File: src/frame_difference_motion_mask_unit_macros.svh
// Assertion macros for the frame difference motion mask unit.
// Included by fdmm_front, the RTL file that carries concurrent checks; no dependencies.
`ifndef FRAME_DIFFERENCE_MOTION_MASK_UNIT_MACROS_SVH
`define FRAME_DIFFERENCE_MOTION_MASK_UNIT_MACROS_SVH
`ifndef SYNTH
`define FDMM_ASSERT(lbl, clk, rst_n, prop, msg) \
  lbl: assert property (@(posedge clk) disable iff (!rst_n) prop) else $error(msg);
`define FDMM_ASSERT_NEVER(lbl, clk, rst_n, cond, msg) \
  `FDMM_ASSERT(lbl, clk, rst_n, !(cond), msg)
`else
`define FDMM_ASSERT(lbl, clk, rst_n, prop, msg)
`define FDMM_ASSERT_NEVER(lbl, clk, rst_n, cond, msg)
`endif
`endif

File: src/fdmm_pkg.sv
// Shared constants and types of the frame difference motion mask unit.
// No dependencies.
`default_nettype none
package fdmm_pkg;

  localparam int unsigned FRAME_WIDTH  = 640;
  localparam int unsigned FRAME_HEIGHT = 480;
  localparam int unsigned PIXEL_COUNT  = FRAME_WIDTH * FRAME_HEIGHT;

  localparam int unsigned POS_W  = (PIXEL_COUNT > 1) ? $clog2(PIXEL_COUNT) : 1;
  localparam int unsigned FILL_W = $clog2(PIXEL_COUNT + 1);

  localparam int unsigned CHAN_W = 8;
  localparam int unsigned PIX_W  = 3 * CHAN_W;
  localparam int unsigned THR_W  = 10;

  localparam int unsigned Q_DEPTH = 4;
  localparam int unsigned QPTR_W  = $clog2(Q_DEPTH);
  localparam int unsigned QCNT_W  = $clog2(Q_DEPTH + 1);

  // current pixel with the stored pixel of the same position
  typedef struct packed {
    logic [PIX_W-1:0] cur;
    logic [PIX_W-1:0] old;
    logic             last;
  } pair_t;

  typedef struct packed {
    logic [QCNT_W-1:0] count;
    logic              empty;
  } fifo_stat_t;

endpackage
`default_nettype wire

File: src/fdmm_fifo.sv
// Short queue of pixel pairs between the front and back parts.
// Depends on fdmm_pkg.
`default_nettype none
module fdmm_fifo (
  input  wire logic                clk_i,
  input  wire logic                rst_ni,
  input  wire logic                push_i,
  input  wire fdmm_pkg::pair_t     push_data_i,
  input  wire logic                pop_i,
  output fdmm_pkg::pair_t          head_o,
  output fdmm_pkg::fifo_stat_t     stat_o
);

  localparam int unsigned QPTR_W = fdmm_pkg::QPTR_W;
  localparam int unsigned QCNT_W = fdmm_pkg::QCNT_W;

  fdmm_pkg::pair_t   slot_q [fdmm_pkg::Q_DEPTH];
  logic [QPTR_W-1:0] wr_ptr_q, wr_ptr_d;
  logic [QPTR_W-1:0] rd_ptr_q, rd_ptr_d;
  logic [QCNT_W-1:0] count_q, count_d;

  function automatic logic [QPTR_W-1:0] ptr_next(input logic [QPTR_W-1:0] p);
    return (p == QPTR_W'(fdmm_pkg::Q_DEPTH - 1)) ? '0 : p + QPTR_W'(1);
  endfunction

  always_comb begin
    wr_ptr_d = push_i ? ptr_next(wr_ptr_q) : wr_ptr_q;
    rd_ptr_d = pop_i ? ptr_next(rd_ptr_q) : rd_ptr_q;
    count_d  = count_q + QCNT_W'(push_i) - QCNT_W'(pop_i);
  end

  always_ff @(posedge clk_i or negedge rst_ni) begin
    if (!rst_ni) begin
      wr_ptr_q <= '0;
      rd_ptr_q <= '0;
      count_q  <= '0;
    end else begin
      wr_ptr_q <= wr_ptr_d;
      rd_ptr_q <= rd_ptr_d;
      count_q  <= count_d;
    end
  end

  always_ff @(posedge clk_i) begin
    if (push_i) begin
      slot_q[wr_ptr_q] <= push_data_i;
    end
  end

  assign head_o       = slot_q[rd_ptr_q];
  assign stat_o.count = count_q;
  assign stat_o.empty = (count_q == '0);

endmodule
`default_nettype wire

File: config.mk
export PLATFORM = sky130hd
export DESIGN_NAME = fdmm_fifo
export DESIGN_NICKNAME = d
export VERILOG_FILES = /design/src/frame_difference_motion_mask_unit_macros.svh /design/src/fdmm_pkg.sv /design/src/fdmm_fifo.sv
export SDC_FILE = /design/constraint.sdc
export NUM_CORES = 1
export LEC_CHECK = 0
export BUFFER_PORTS_ARGS = -buffer_cell sky130_fd_sc_hd__buf_2
export CAP_MARGIN = 40
export CORE_ASPECT_RATIO = 0.8
export CORE_MARGIN = 2
export CORE_UTILIZATION = 30
export DETAILED_ROUTE_END_ITERATION = 10
export GPL_ROUTABILITY_DRIVEN = 0
export PLACE_DENSITY = 0.58
export SKIP_LAST_GASP = 1
export SYNTH_ARGS = -nofsm -noshare
export SYNTH_HDL_FRONTEND = slang
export SYNTH_SLANG_ARGS = --single-unit
export TNS_END_PERCENT = 30
File: constraint.sdc
create_clock -name clk_i -period 2.5 [get_ports clk_i]
set_input_delay 0.5 -clock clk_i [delete_from_list [all_inputs] [get_ports clk_i]]
set_output_delay 0.5 -clock clk_i [all_outputs]
set_load 0.05 [all_outputs]
# Word level (Yosys, flattened, before mapping)
# Memories as Yosys holds them, arrays and structs flattened.
# Cells that the tools add are included.
[op_classes]
magnitude_cmp = 0
n_addsub = 4
n_mul = 0
reduce_logical = 1
div = 0
muxes = 4
n_eq_ne = 2
n_bitwise = 0
shift = 0
[ops]
columns = ["operator", "count"]
rows = [
  ["$add 2x1->2 const B", 2],
  ["$eq 2x2->1 const B", 2],
  ["$mux 2", 2],
  ["$add 3x1->3", 1],
  ["$logic_not 3->1", 1],
  ["$sub 3x1->3", 1],
  ["$mux 1", 2],
]
[totals]
latch_bits = 0
mem_count = 1
wordCells = 15
out_inout_bits = 53
input_bits = 53
romBits = 0
ff_bits = 7
ramBits = 196
[memory_table]
columns = ["memory", "words", "width", "read_ports", "rd_ports_with_merged_regs", "wr", "line_no", "source"]
rows = [
  ["slot_q", 4, 49, 1, 0, 1, "fdmm_fifo.sv:17", "fdmm_pkg::pair_t slot_q [fdmm_pkg::Q_DEPTH];"],
]

# Longest topological paths before layout
[logic_depth]
word_depth = 2
mapped_depth = 8
depth_no_buf = 8

# Worst setup path before layout
# OpenSTA, ideal clock, no wires.
[synth_timing]
path_type = "register to output"
start = "reg count_q[1]"
end = "out stat_o[0] in the netlist's numbering"
setup_slack_ps = 235
arrival_time_ps = 1765
path_stages_with_launch = 2
cell_sequence = "dfrtp_1 nor3_1"
[synth_lines]
columns = ["item", "line_no", "source"]
rows = [
  ["start: declaration", "fdmm_fifo.sv:20", "logic [QCNT_W-1:0] count_q, count_d;"],
  ["start signal: assignment", "fdmm_fifo.sv:40", "count_q <= count_d;"],
  ["end: declaration", "fdmm_fifo.sv:11", "output fdmm_pkg::fifo_stat_t stat_o"],
]

==> impl_metrics.tcl <==
set metrics [dict create \
    first_iter_violations 116 \
    layout-drive-gt1-share_pct 48.44 \
    rows 51 \
    syn2layout_area_growth_pct 27.73 \
    yosys-top-cells-area "edfxtp_1, mux4_2, dfrtp_1" \
    die_h_um 145.8 \
    ys_ff_latch 203 \
    crit_arrival_ns 2.00 \
    num_vias 3467 \
    worst-path-max-fanout 6 \
    crit_type "reg2out" \
    tns_ns 0 \
    hold_class "in2reg" \
    antenna_found_initial 0 \
    root_buffer "clkbuf_16" \
    fin_crit_ns 2.497 \
    htreeDepth 1 \
    initial_utilization_pct 30.75 \
    port_buffers 105 \
    synth_top_area_share_pct 78.11 \
    clock-sinks 203 \
    maxSlewHeadroom_pct 63.91 \
    slowest_stage "mux4_2" \
    setup_viol 0 \
    crit_required_ns 2.00 \
    fin_util_pct 39.28 \
    wire_per_inst_um 19.53 \
    hold_ws_ns 0.2172 \
    hold_viol_final 0 \
    critPathBufInv 3 \
    p_leak_nw 3.338 \
    end_kind "primary output" \
    r2r_cells 4 \
    cp-start-kind "flip-flop" \
    grt_pass1_vias 3879 \
    grt_max_degree 24 \
    dp_hpwl_mm 9.103 \
    diodes 0 \
    boundaryPins 106 \
    netlist_instances 292 \
    layout.nets 493 \
    fmax_ghz 0.4005 \
    drt-vias-per-instance 4.526 \
    cp_top_family "buffers and inverters" \
    drt-total-wl_mm 14.96 \
    cts-buffers-inserted 22 \
    die_area_sq_mm 0.02641 \
    powerDensity_mw_per_mm2 1377 \
    drc 0 \
    slowest_delay_ns 0.51 \
    synth_area_sq_mm 0.007535 \
    irDropWorstVdd_mv 1.047 \
    clkSlewWorstSetupHoldPaths_ns 0.06 \
    final_common_cell "edfxtp_1" \
    grt_pass1_wl_mm 22.73 \
    yosysUniqueCellTypes 19 \
    clock_skew_ns 0.01355 \
    clock_latency_ns 0.49 \
    drtPass1Iterations 4 \
    fin_crit_sh_pct 99.89 \
    path_cells "clkbuf_16 -> buf_16 -> mux4_2 -> buf_4" \
    syn_area_per_cell_sq_um 25.80 \
    hold_depth 1 \
    die_w_um 181.2 \
    placed_cell_area_sq_mm 0.008588 \
    rsz0062_at_grt "yes" \
    grt-ovfl-total 0 \
    cts_tree "done" \
    cts.path.max_buffers 3 \
    worst_pin_slew_ns 0.5413 \
    finish.instance_area_sq_mm 0.009624 \
    final_cell_mix "edfxtp_1, buf_2, mux4_2, clkbuf_16, buf_4" \
    yosys_warnings 0 \
    ant_nets 0 \
    maxCapViolCount 0 \
    coreArea_sq_mm 0.02450 \
    synth_nets 353 \
    synth-seq-area-share_pct 80.44 \
    status "complete, no violations" \
    grt_usage_pct 11.15 \
    path_depth 4 \
    drv_slew 0 \
    synth_top_area_cell "edfxtp_1" \
]
## registers in the layout, indices dropped and copies added (netlist names)
register,cells
count_q,3
rd_ptr_q,2
slot_q,196
wr_ptr_q,2
## metrics by stage
stage | total power, mW | setup WS (ns) | std cells
after floorplan | 8.343 | 0.2347 | 292
after global placement | 9.429 | 0.2916 | 716
after detailed placement | 9.533 | 0.2774 | 716
after CTS | 13.05 | -0.05592 | 761
after global routing | 13.83 | -0.06368 | 766
final | 13.25 | 0.002867 | 766
## Yosys cell counts
library cell  count
o21ai_0           2
or3b_2            1
dfrtp_1           7
edfxtp_1        196
buf_12            5
nor3_1            1
mux2_2            2
and2_1            4
nor2_1            1
nand2_1           1
xnor2_1           2
clkbuf_1          1
mux4_1            1
ha_1              7
buf_2             5
fa_1              1
buf_6             1
inv_1             6
mux4_2           48
## repair_timing
action,in CTS,in global routing
cloned,0,3
setup buffers,4,2
hold endpoints to repair,7,0
setup endpoints to repair,49,32
hold buffers,1,0
gates resized for setup,6,57
## per-layer routing
layer  vias up  share of wire [%]  global-route usage (%)
met5         -                  0                       0
met4         0                1.9                   2.520
met3        24                5.0                   2.753
met2        92                 51                   19.79
met1      1827                 42                   13.79
li1       1524                  -                       -
## cell type report
class / instances / area (sq um)
clock buffer: 27 / 590.6
clock inverter: 13 / 170.2
fill: 2207 / 14880
inverter: 6 / 22.52
multi-input combinational: 71 / 1316
sequential: 203 / 6068
tap: 318 / 397.9
timing repair buffer: 128 / 1059
## worst paths after layout
kind	from	end	slack, ns
worst max-delay path	rd_ptr_q[0]	head_o[3]	0.003
worst min-delay path	push_data_i[33]	slot_q[2][33]	0.22
worst max register to register	wr_ptr_q[1]	slot_q[1][0]	0.76
worst min register to register	count_q[1]	count_q[2]	0.58
max in group asynchronous	rst_ni	rd_ptr_q[1]	1.95
min in group asynchronous	rst_ni	wr_ptr_q[1]	0.37
## logic make-up after synthesis
logic type | after synthesis | synth area share (%)
AO/OA/AOI/OAI | 2 | 0.1329
XOR/XNOR | 2 | 0.2325
adder cells (fa/ha/maj) | 8 | 1.428
buffers and inverters | 18 | 2.159
flip-flops | 203 | 80.44
multiplexers | 51 | 15.00
AND/OR/NAND/NOR | 8 | 0.6142
## worst register-to-register path: stages (launching register included)
cell and delay, ns:
dfrtp_1 0.41, inv_1 0.11, ha_1 0.14, and2_2 0.49, buf_12 0.28
## power by group
part	switching, mW	internal (mW)	leakage [nW]	total, mW
clock	1.23	2.10	0.371	3.33
combinational	3.32	1.99	1.09	5.32
sequential	0.225	4.38	1.88	4.60
Power figures use the tool's default switching activity.
