==> src/frame_difference_motion_mask_unit_macros.svh <==
// Assertion macros for the frame difference motion mask unit.
// Included by fdmm_front, the RTL file that carries concurrent checks; no dependencies.
`ifndef FRAME_DIFFERENCE_MOTION_MASK_UNIT_MACROS_SVH
`define FRAME_DIFFERENCE_MOTION_MASK_UNIT_MACROS_SVH
`ifndef SYNTH
`define FDMM_ASSERT(lbl, clk, rst_n, prop, msg) \
  lbl: assert property (@(posedge clk) disable iff (!rst_n) prop) else $error(msg);
`define FDMM_ASSERT_NEVER(lbl, clk, rst_n, cond, msg) \
  `FDMM_ASSERT(lbl, clk, rst_n, !(cond), msg)
`else
`define FDMM_ASSERT(lbl, clk, rst_n, prop, msg)
`define FDMM_ASSERT_NEVER(lbl, clk, rst_n, cond, msg)
`endif
`endif

==> src/fdmm_pkg.sv <==
// Shared constants and types of the frame difference motion mask unit.
// No dependencies.
`default_nettype none
package fdmm_pkg;

  localparam int unsigned FRAME_WIDTH  = 640;
  localparam int unsigned FRAME_HEIGHT = 480;
  localparam int unsigned PIXEL_COUNT  = FRAME_WIDTH * FRAME_HEIGHT;

  localparam int unsigned POS_W  = (PIXEL_COUNT > 1) ? $clog2(PIXEL_COUNT) : 1;
  localparam int unsigned FILL_W = $clog2(PIXEL_COUNT + 1);

  localparam int unsigned CHAN_W = 8;
  localparam int unsigned PIX_W  = 3 * CHAN_W;
  localparam int unsigned THR_W  = 10;

  localparam int unsigned Q_DEPTH = 4;
  localparam int unsigned QPTR_W  = $clog2(Q_DEPTH);
  localparam int unsigned QCNT_W  = $clog2(Q_DEPTH + 1);

  // current pixel with the stored pixel of the same position
  typedef struct packed {
    logic [PIX_W-1:0] cur;
    logic [PIX_W-1:0] old;
    logic             last;
  } pair_t;

  typedef struct packed {
    logic [QCNT_W-1:0] count;
    logic              empty;
  } fifo_stat_t;

endpackage
`default_nettype wire

==> src/fdmm_back.sv <==
// Back part: squared color distance, threshold compare and the output register.
// Holds the threshold register. Depends on fdmm_pkg.
`default_nettype none
module fdmm_back (
  input  wire logic                          clk_i,
  input  wire logic                          rst_ni,
  input  wire logic                          cfg_we_i,
  input  wire logic [fdmm_pkg::THR_W-1:0]    cfg_wdata_i,
  input  wire fdmm_pkg::fifo_stat_t          q_stat_i,
  input  wire fdmm_pkg::pair_t               q_head_i,
  output logic                               pop_o,
  output logic                               out_valid_o,
  input  wire logic                          out_ready_i,
  output logic                               out_motion_o,
  output logic                               out_last_o
);

  localparam int unsigned CHAN_W = fdmm_pkg::CHAN_W;
  localparam int unsigned THR_W  = fdmm_pkg::THR_W;
  localparam int unsigned SQ_W   = 2 * CHAN_W;
  localparam int unsigned DIST_W = SQ_W + 2;
  localparam int unsigned THR2_W = 2 * THR_W;

  function automatic logic [SQ_W-1:0] sq_diff(input logic [CHAN_W-1:0] a,
                                              input logic [CHAN_W-1:0] b);
    logic [CHAN_W-1:0] d;
    d = (a > b) ? (a - b) : (b - a);
    return SQ_W'(d) * SQ_W'(d);
  endfunction

  logic [THR_W-1:0]  thr_q;
  logic [THR2_W-1:0] thr2_q;

  logic              b1_valid_q, b1_en;
  logic [SQ_W-1:0]   sq_r_q, sq_g_q, sq_b_q;
  logic              b1_last_q;

  logic              o_valid_q, b2_en;
  logic              o_motion_q, o_last_q;
  logic [DIST_W-1:0] dist2;

  assign b2_en = !o_valid_q || out_ready_i;
  assign b1_en = !b1_valid_q || b2_en;
  assign pop_o = !q_stat_i.empty && b1_en;

  always_ff @(posedge clk_i or negedge rst_ni) begin
    if (!rst_ni) begin
      thr_q      <= '0;
      thr2_q     <= '0;
      b1_valid_q <= 1'b0;
      o_valid_q  <= 1'b0;
    end else begin
      if (cfg_we_i) begin
        thr_q <= cfg_wdata_i;
      end
      thr2_q <= THR2_W'(thr_q) * THR2_W'(thr_q);
      if (b1_en) begin
        b1_valid_q <= pop_o;
      end
      if (b2_en) begin
        o_valid_q <= b1_valid_q;
      end
    end
  end

  always_ff @(posedge clk_i) begin
    if (pop_o) begin
      sq_r_q    <= sq_diff(q_head_i.cur[CHAN_W-1:0], q_head_i.old[CHAN_W-1:0]);
      sq_g_q    <= sq_diff(q_head_i.cur[2*CHAN_W-1:CHAN_W], q_head_i.old[2*CHAN_W-1:CHAN_W]);
      sq_b_q    <= sq_diff(q_head_i.cur[3*CHAN_W-1:2*CHAN_W],
                           q_head_i.old[3*CHAN_W-1:2*CHAN_W]);
      b1_last_q <= q_head_i.last;
    end
  end

  assign dist2 = DIST_W'(sq_r_q) + DIST_W'(sq_g_q) + DIST_W'(sq_b_q);

  always_ff @(posedge clk_i) begin
    if (b2_en && b1_valid_q) begin
      o_motion_q <= THR2_W'(dist2) > thr2_q;
      o_last_q   <= b1_last_q;
    end
  end

  assign out_valid_o  = o_valid_q;
  assign out_motion_o = o_motion_q;
  assign out_last_o   = o_last_q;

endmodule
`default_nettype wire

==> config.mk <==
export PLATFORM = sky130hd
export DESIGN_NAME = fdmm_back
export DESIGN_NICKNAME = d
export VERILOG_FILES = /design/src/frame_difference_motion_mask_unit_macros.svh /design/src/fdmm_pkg.sv /design/src/fdmm_back.sv
export SDC_FILE = /design/constraint.sdc
export NUM_CORES = 1
export LEC_CHECK = 0
export BUFFER_PORTS_ARGS = -buffer_cell sky130_fd_sc_hd__clkbuf_2
export CAP_MARGIN = 20
export CORE_AREA = 2 2 155 157
export DETAILED_ROUTE_END_ITERATION = 6
export DIE_AREA = 0 0 157 159
export HOLD_SLACK_MARGIN = 0.05
export PLACE_DENSITY = 0.8
export SKIP_LAST_GASP = 1
export SLEW_MARGIN = 20
export SYNTH_ARGS = -nofsm -noshare
export SYNTH_HDL_FRONTEND = slang
export SYNTH_SLANG_ARGS = --single-unit
==> constraint.sdc <==
create_clock -name clk_i -period 4.8 [get_ports clk_i]
set_input_delay 0.72 -clock clk_i [delete_from_list [all_inputs] [get_ports clk_i]]
set_output_delay 0.72 -clock clk_i [all_outputs]
set_load 0.02 [all_outputs]
## Word level (Yosys, flattened, before mapping)

Index checks and enable logic that the tools add are counted.

- $add $sub $neg: 8
- Multiply operators: 4
- Order comparisons: 4
- Mux-type cells: 3
- Reductions and logical operators: 7

Operators with widths:

| operator | count |
|---|---|
| $mul 8x8->16 | 3 |
| $sub 8x8->8 | 6 |
| $gt 8x8->1 | 3 |
| $mux 8 | 3 |
| $gt 18x20->1 | 1 |
| $mul 10x10->20 | 1 |
| $add 17x16->18 | 1 |
| $add 16x16->17 | 1 |
| $logic_not 1->1 | 3 |
| $logic_and 1x1->1 | 2 |
| $logic_or 1x1->1 | 2 |

- Flip-flop bits (word level): 83
- Input bits: 67

## Depth between registers and ports, before layout

- Word-level depth: 4
- Depth in mapped cells: 26

## Worst setup path before layout

Ideal clock, no wire load.

- Path kind: input to register
- From: input q_head_i[33] (netlist name)
- To: register sq_g_q[15] (data pin)
- Arrival time: 6.243 ns
- Path slack: -1.703 ns
- Stages: 24
- Path buffers: 0
- Cells stage by stage: inv_1 > ha_1 > fa_1 > and2b_1 > o2111ai_2 > a31oi_4 > mux2i_1 > xor2_1 > nor2_1 > ha_1 > or2_2 > fa_1 > fa_1 > inv_1 > fa_1 > inv_1 > ha_1 > o21ai_0 > nor2_1 > o31a_1 > o31a_1 > nand2b_1 > a31oi_1 > xnor2_1

- Word-level cells in the longest chain between the ends: 3

Ends and longest elaborated chain:

| element | line | RTL |
|---|---|---|
| start: declaration | fdmm_back.sv:10 | `input wire fdmm_pkg::pair_t q_head_i,` |
| $sub 8x8->8 or $gt 8x8->1 (tied branches) | fdmm_back.sv:27 | `d = (a > b) ? (a - b) : (b - a);` |
| $mux 8 (*) | fdmm_back.sv:27 |  |
| $mul 8x8->16 (*) | fdmm_back.sv:28 | `return SQ_W'(d) * SQ_W'(d);` |
| end signal: assignment | fdmm_back.sv:69 | `sq_g_q <= sq_diff(q_head_i.cur[2*CHAN_W-1:CHAN_W], q_head_i.old[2*CHAN_W-1:CHAN_W]);` |
| end: declaration | fdmm_back.sv:35 | `logic [SQ_W-1:0] sq_r_q, sq_g_q, sq_b_q;` |

Mark *: on every way between the ends. The rest lies on a longest branch, timed or not.
A chain may end at the register's enable or synchronous reset.

## Worst setup path in the final report

- From: input q_head_i[33] (netlist name)
- To: register sq_g_q[14] (data pin)

The elaborated chain is that of the path after synthesis.

==> impl_metrics.json <==
{
  "cp.required_ns": 4.92,
  "io_buffers": 67,
  "synth_compound_area_share_pct": 11.74,
  "status": "finished, violations left",
  "slew_viol_final": 0,
  "ys_ff_latch": 79,
  "antenna_found_initial": 0,
  "grt_max_degree": 47,
  "start_util_pct": 57.26,
  "rsz0062_at_grt": "true",
  "final.period_utilization_pct": 135.4,
  "finalSetupViolations": 39,
  "synthAdderAreaFrac_pct": 42.00,
  "nNetsFinal": 2193,
  "start_kind": "primary input",
  "placedCellCount": 2029,
  "post-route-util_pct": 77.32,
  "dr_total_vias": 11340,
  "clk_latency_ns": 0.37,
  "die_y_um": 159,
  "fin_skew_ns": 0.009935,
  "ys_warn_count": 0,
  "syn2layout_area_growth_pct": 35.03,
  "syn_area_per_cell_um2": 9.452,
  "grt_first_pass_wirelength_mm": 54.10,
  "vias_per_cell": 5.423,
  "post_dp_cell_area_um2": 16430,
  "hpwl_mm": 24.80,
  "whs_ns": 0.4306,
  "die_area_um2": 24960,
  "drive_above_1_share_pct": 37.44,
  "synth-edff-count": 48,
  "cts_max_level": 3,
  "synthCells": 1405,
  "routed_wl_mm": 34.79,
  "yosys.area_share.simple_pct": 10.91,
  "routedWlPerCell_um": 16.65,
  "drtIter0Drc": 598,
  "synthXorXnorAreaFrac_pct": 7.142,
  "cts_tree": "built",
  "startpoint": "q_head_i[33]",
  "async_flop_share_pct": 39.24,
  "ys.flop_type": "edfxtp_1",
  "ys_types": 74,
  "synth_top_family_by_area": "adder cells",
  "drtPass1Iterations": 5,
  "drv_cap": 0,
  "row_count": 56,
  "synth_seq_area_share_pct": 16.69,
  "tightest_slew_ns": 0.8519,
  "relSlewSlack_pct": 43.21,
  "instances_no_fill": 2090,
  "critPathMaxFanout": 3,
  "die_w_um": 157,
  "cts_num_sinks": 79,
  "yosys-mux-area-fraction_pct": 2.318,
  "ant_nets": 0,
  "cts-root-buf": "clkbuf_16",
  "fin_area_um2": 17930,
  "coreArea_um2": 23190,
  "layout_min_cycle_time_ns": 6.500,
  "finalHoldViolCount": 0,
  "place.gp.congestion": 0.8607,
  "clk_path_buf_depth": 2,
  "ios": 71,
  "fmaxAchievable_mhz": 153.9,
  "violations": "negative setup slack",
  "hold_class": "in -> async",
  "grt_pass1_vias": 12110,
  "path_clk_slew_ns": 0.07,
  "slowest_delay_ns": 0.56,
  "cpMaxStageDelayCell": "fa_1",
  "worstPathArrival_ns": 6.62,
  "antenna_cells": 0,
  "syn-cell-area_um2": 13280,
  "cts_hold_buf": 0,
  "reg2reg_from": "thr_q[1]",
  "worstSetupPathType": "in -> reg",
  "drc_errors": 0,
  "cts_buffers": 9,
  "layout_setup_ws_ns": -1.700,
  "grt_overflow": 0,
  "end_kind": "flip-flop",
  "grt_usage_pct": 26.50
}
metrics by stage:
step / worst slack (ns) / TNS, ns
after floorplan: -1.491 / -28.43
after global placement: -1.806 / -42.20
after detailed placement: -2.028 / -47.21
after CTS: -1.342 / -28.29
after global routing: -1.874 / -41.01
final: -1.700 / -34.08
cell usage in the layout (no fill, tap or decap), drive strengths merged, types with 3 or more instances in the layout:
cell	n
a221oi	6
nand3	9
mux2i	18
nor2b	11
edfxtp	48
a21oi	62
o211ai	7
xor2	32
a21o	40
nand2	58
buf	314
nand4	8
xnor2	66
and2	30
o22ai	3
conb	3
and3	6
or3	3
nor3	16
or2	17
dfrtp	31
a211oi	9
nor2	117
o21a	21
a31oi	13
clkbuf	74
ha	217
o31a	4
inv	289
o21bai	5
o21ai	39
and4	4
fa	143
mux2	8
nand2b	17
cell families (layout without fill, tap and decap cells):
group	after synthesis	count (layout)
AO/OA/AOI/OAI	224	224
other	2	3
adder cells (fa/ha/maj)	360	360
multiplexers	26	26
flip-flops	79	79
XOR/XNOR	98	98
AND/OR/NAND/NOR	302	302
buffers and inverters	314	679
repair_timing:
action | in CTS | in global routing
pin swaps | 105 | 83
setup endpoints to repair | 42 | 45
setup buffers | 34 | 24
resized for setup | 97 | 117
critical path: cells and delay by family:
kind | cells | cell delay [ns]
buffers and inverters | 8 | 0.72
muxes | 1 | 0.39
xor gates and xnor gates | 2 | 0.51
and+or+nand+nor | 4 | 0.78
AOI/OAI and AO/OA | 6 | 1.05
adders and majority gates | 7 | 2.42
final cells by class:
| cell class | instances | area [um^2] |
|---|---|---|
| clock buffers | 9 | 225.2 |
| clock inverters | 7 | 62.56 |
| fillers | 1349 | 5260 |
| inverters | 284 | 1109 |
| multi-input cells | 1013 | 11050 |
| flip-flops and latches | 79 | 2220 |
| well taps | 319 | 399.1 |
| repair buffers | 379 | 2863 |
state kept, by name (all words and copies together), names as in the netlist, 10 cells and up:
signal,cells
thr2_q,19
sq_b_q,15
sq_g_q,15
sq_r_q,15
thr_q,10
layer usage:
layer  vias to the layer above  wire length (um)  GRT usage [%]
met5                         -                 0              0
met1                      5581             13090          29.65
li1                       5282                 -              -
met2                       346             18590          50.36
met4                         0              1560          10.22
met3                       126              1551          3.348
synth_stat cells (all sizes together), types with 4 or more instances:
cell | instances | area [um^2]
and2 | 30 | 187.7
mux2i | 18 | 217.7
a211oi | 9 | 67.56
nor3 | 16 | 80.08
a21o | 40 | 307.8
o21a | 21 | 157.7
o21bai | 5 | 37.54
nand3 | 9 | 45.04
o211ai | 7 | 52.55
inv | 284 | 1066
dfrtp | 31 | 775.7
fa | 143 | 2863
o21ai | 39 | 195.2
edfxtp | 48 | 1441
clkbuf | 16 | 62.56
nor2b | 11 | 68.82
mux2 | 8 | 90.09
nand2b | 17 | 106.4
nand4 | 8 | 50.05
nand2 | 58 | 217.7
a31oi | 13 | 96.34
and4 | 4 | 35.03
a21oi | 62 | 325.3
and3 | 6 | 37.54
o31a | 4 | 35.03
xnor2 | 66 | 626.8
nor2 | 117 | 449.2
ha | 217 | 2715
or2 | 17 | 106.4
xor2 | 32 | 321.6
buf | 14 | 85.08
a221oi | 6 | 93.84
worst paths after layout:
| path | slack, ns | cells past startpoint | to |
|---|---|---|---|
| worst max-delay path | -1.70 | 28 | sq_g_q[14] |
| worst min-delay path | 0.43 | 1 | thr_q[3] |
| worst max register to register | -0.22 | 16 | thr2_q[16] |
| worst min register to register | 0.45 | 0 | out_last_o |
| max in group asynchronous | 3.75 | 1 | thr_q[2] |
| min in group clk_i | 0.45 | 0 | out_last_o |
Power is left out: the tool's default activity adds up to more than one toggle a clock period on the data nets, which glitch-free logic cannot reach.
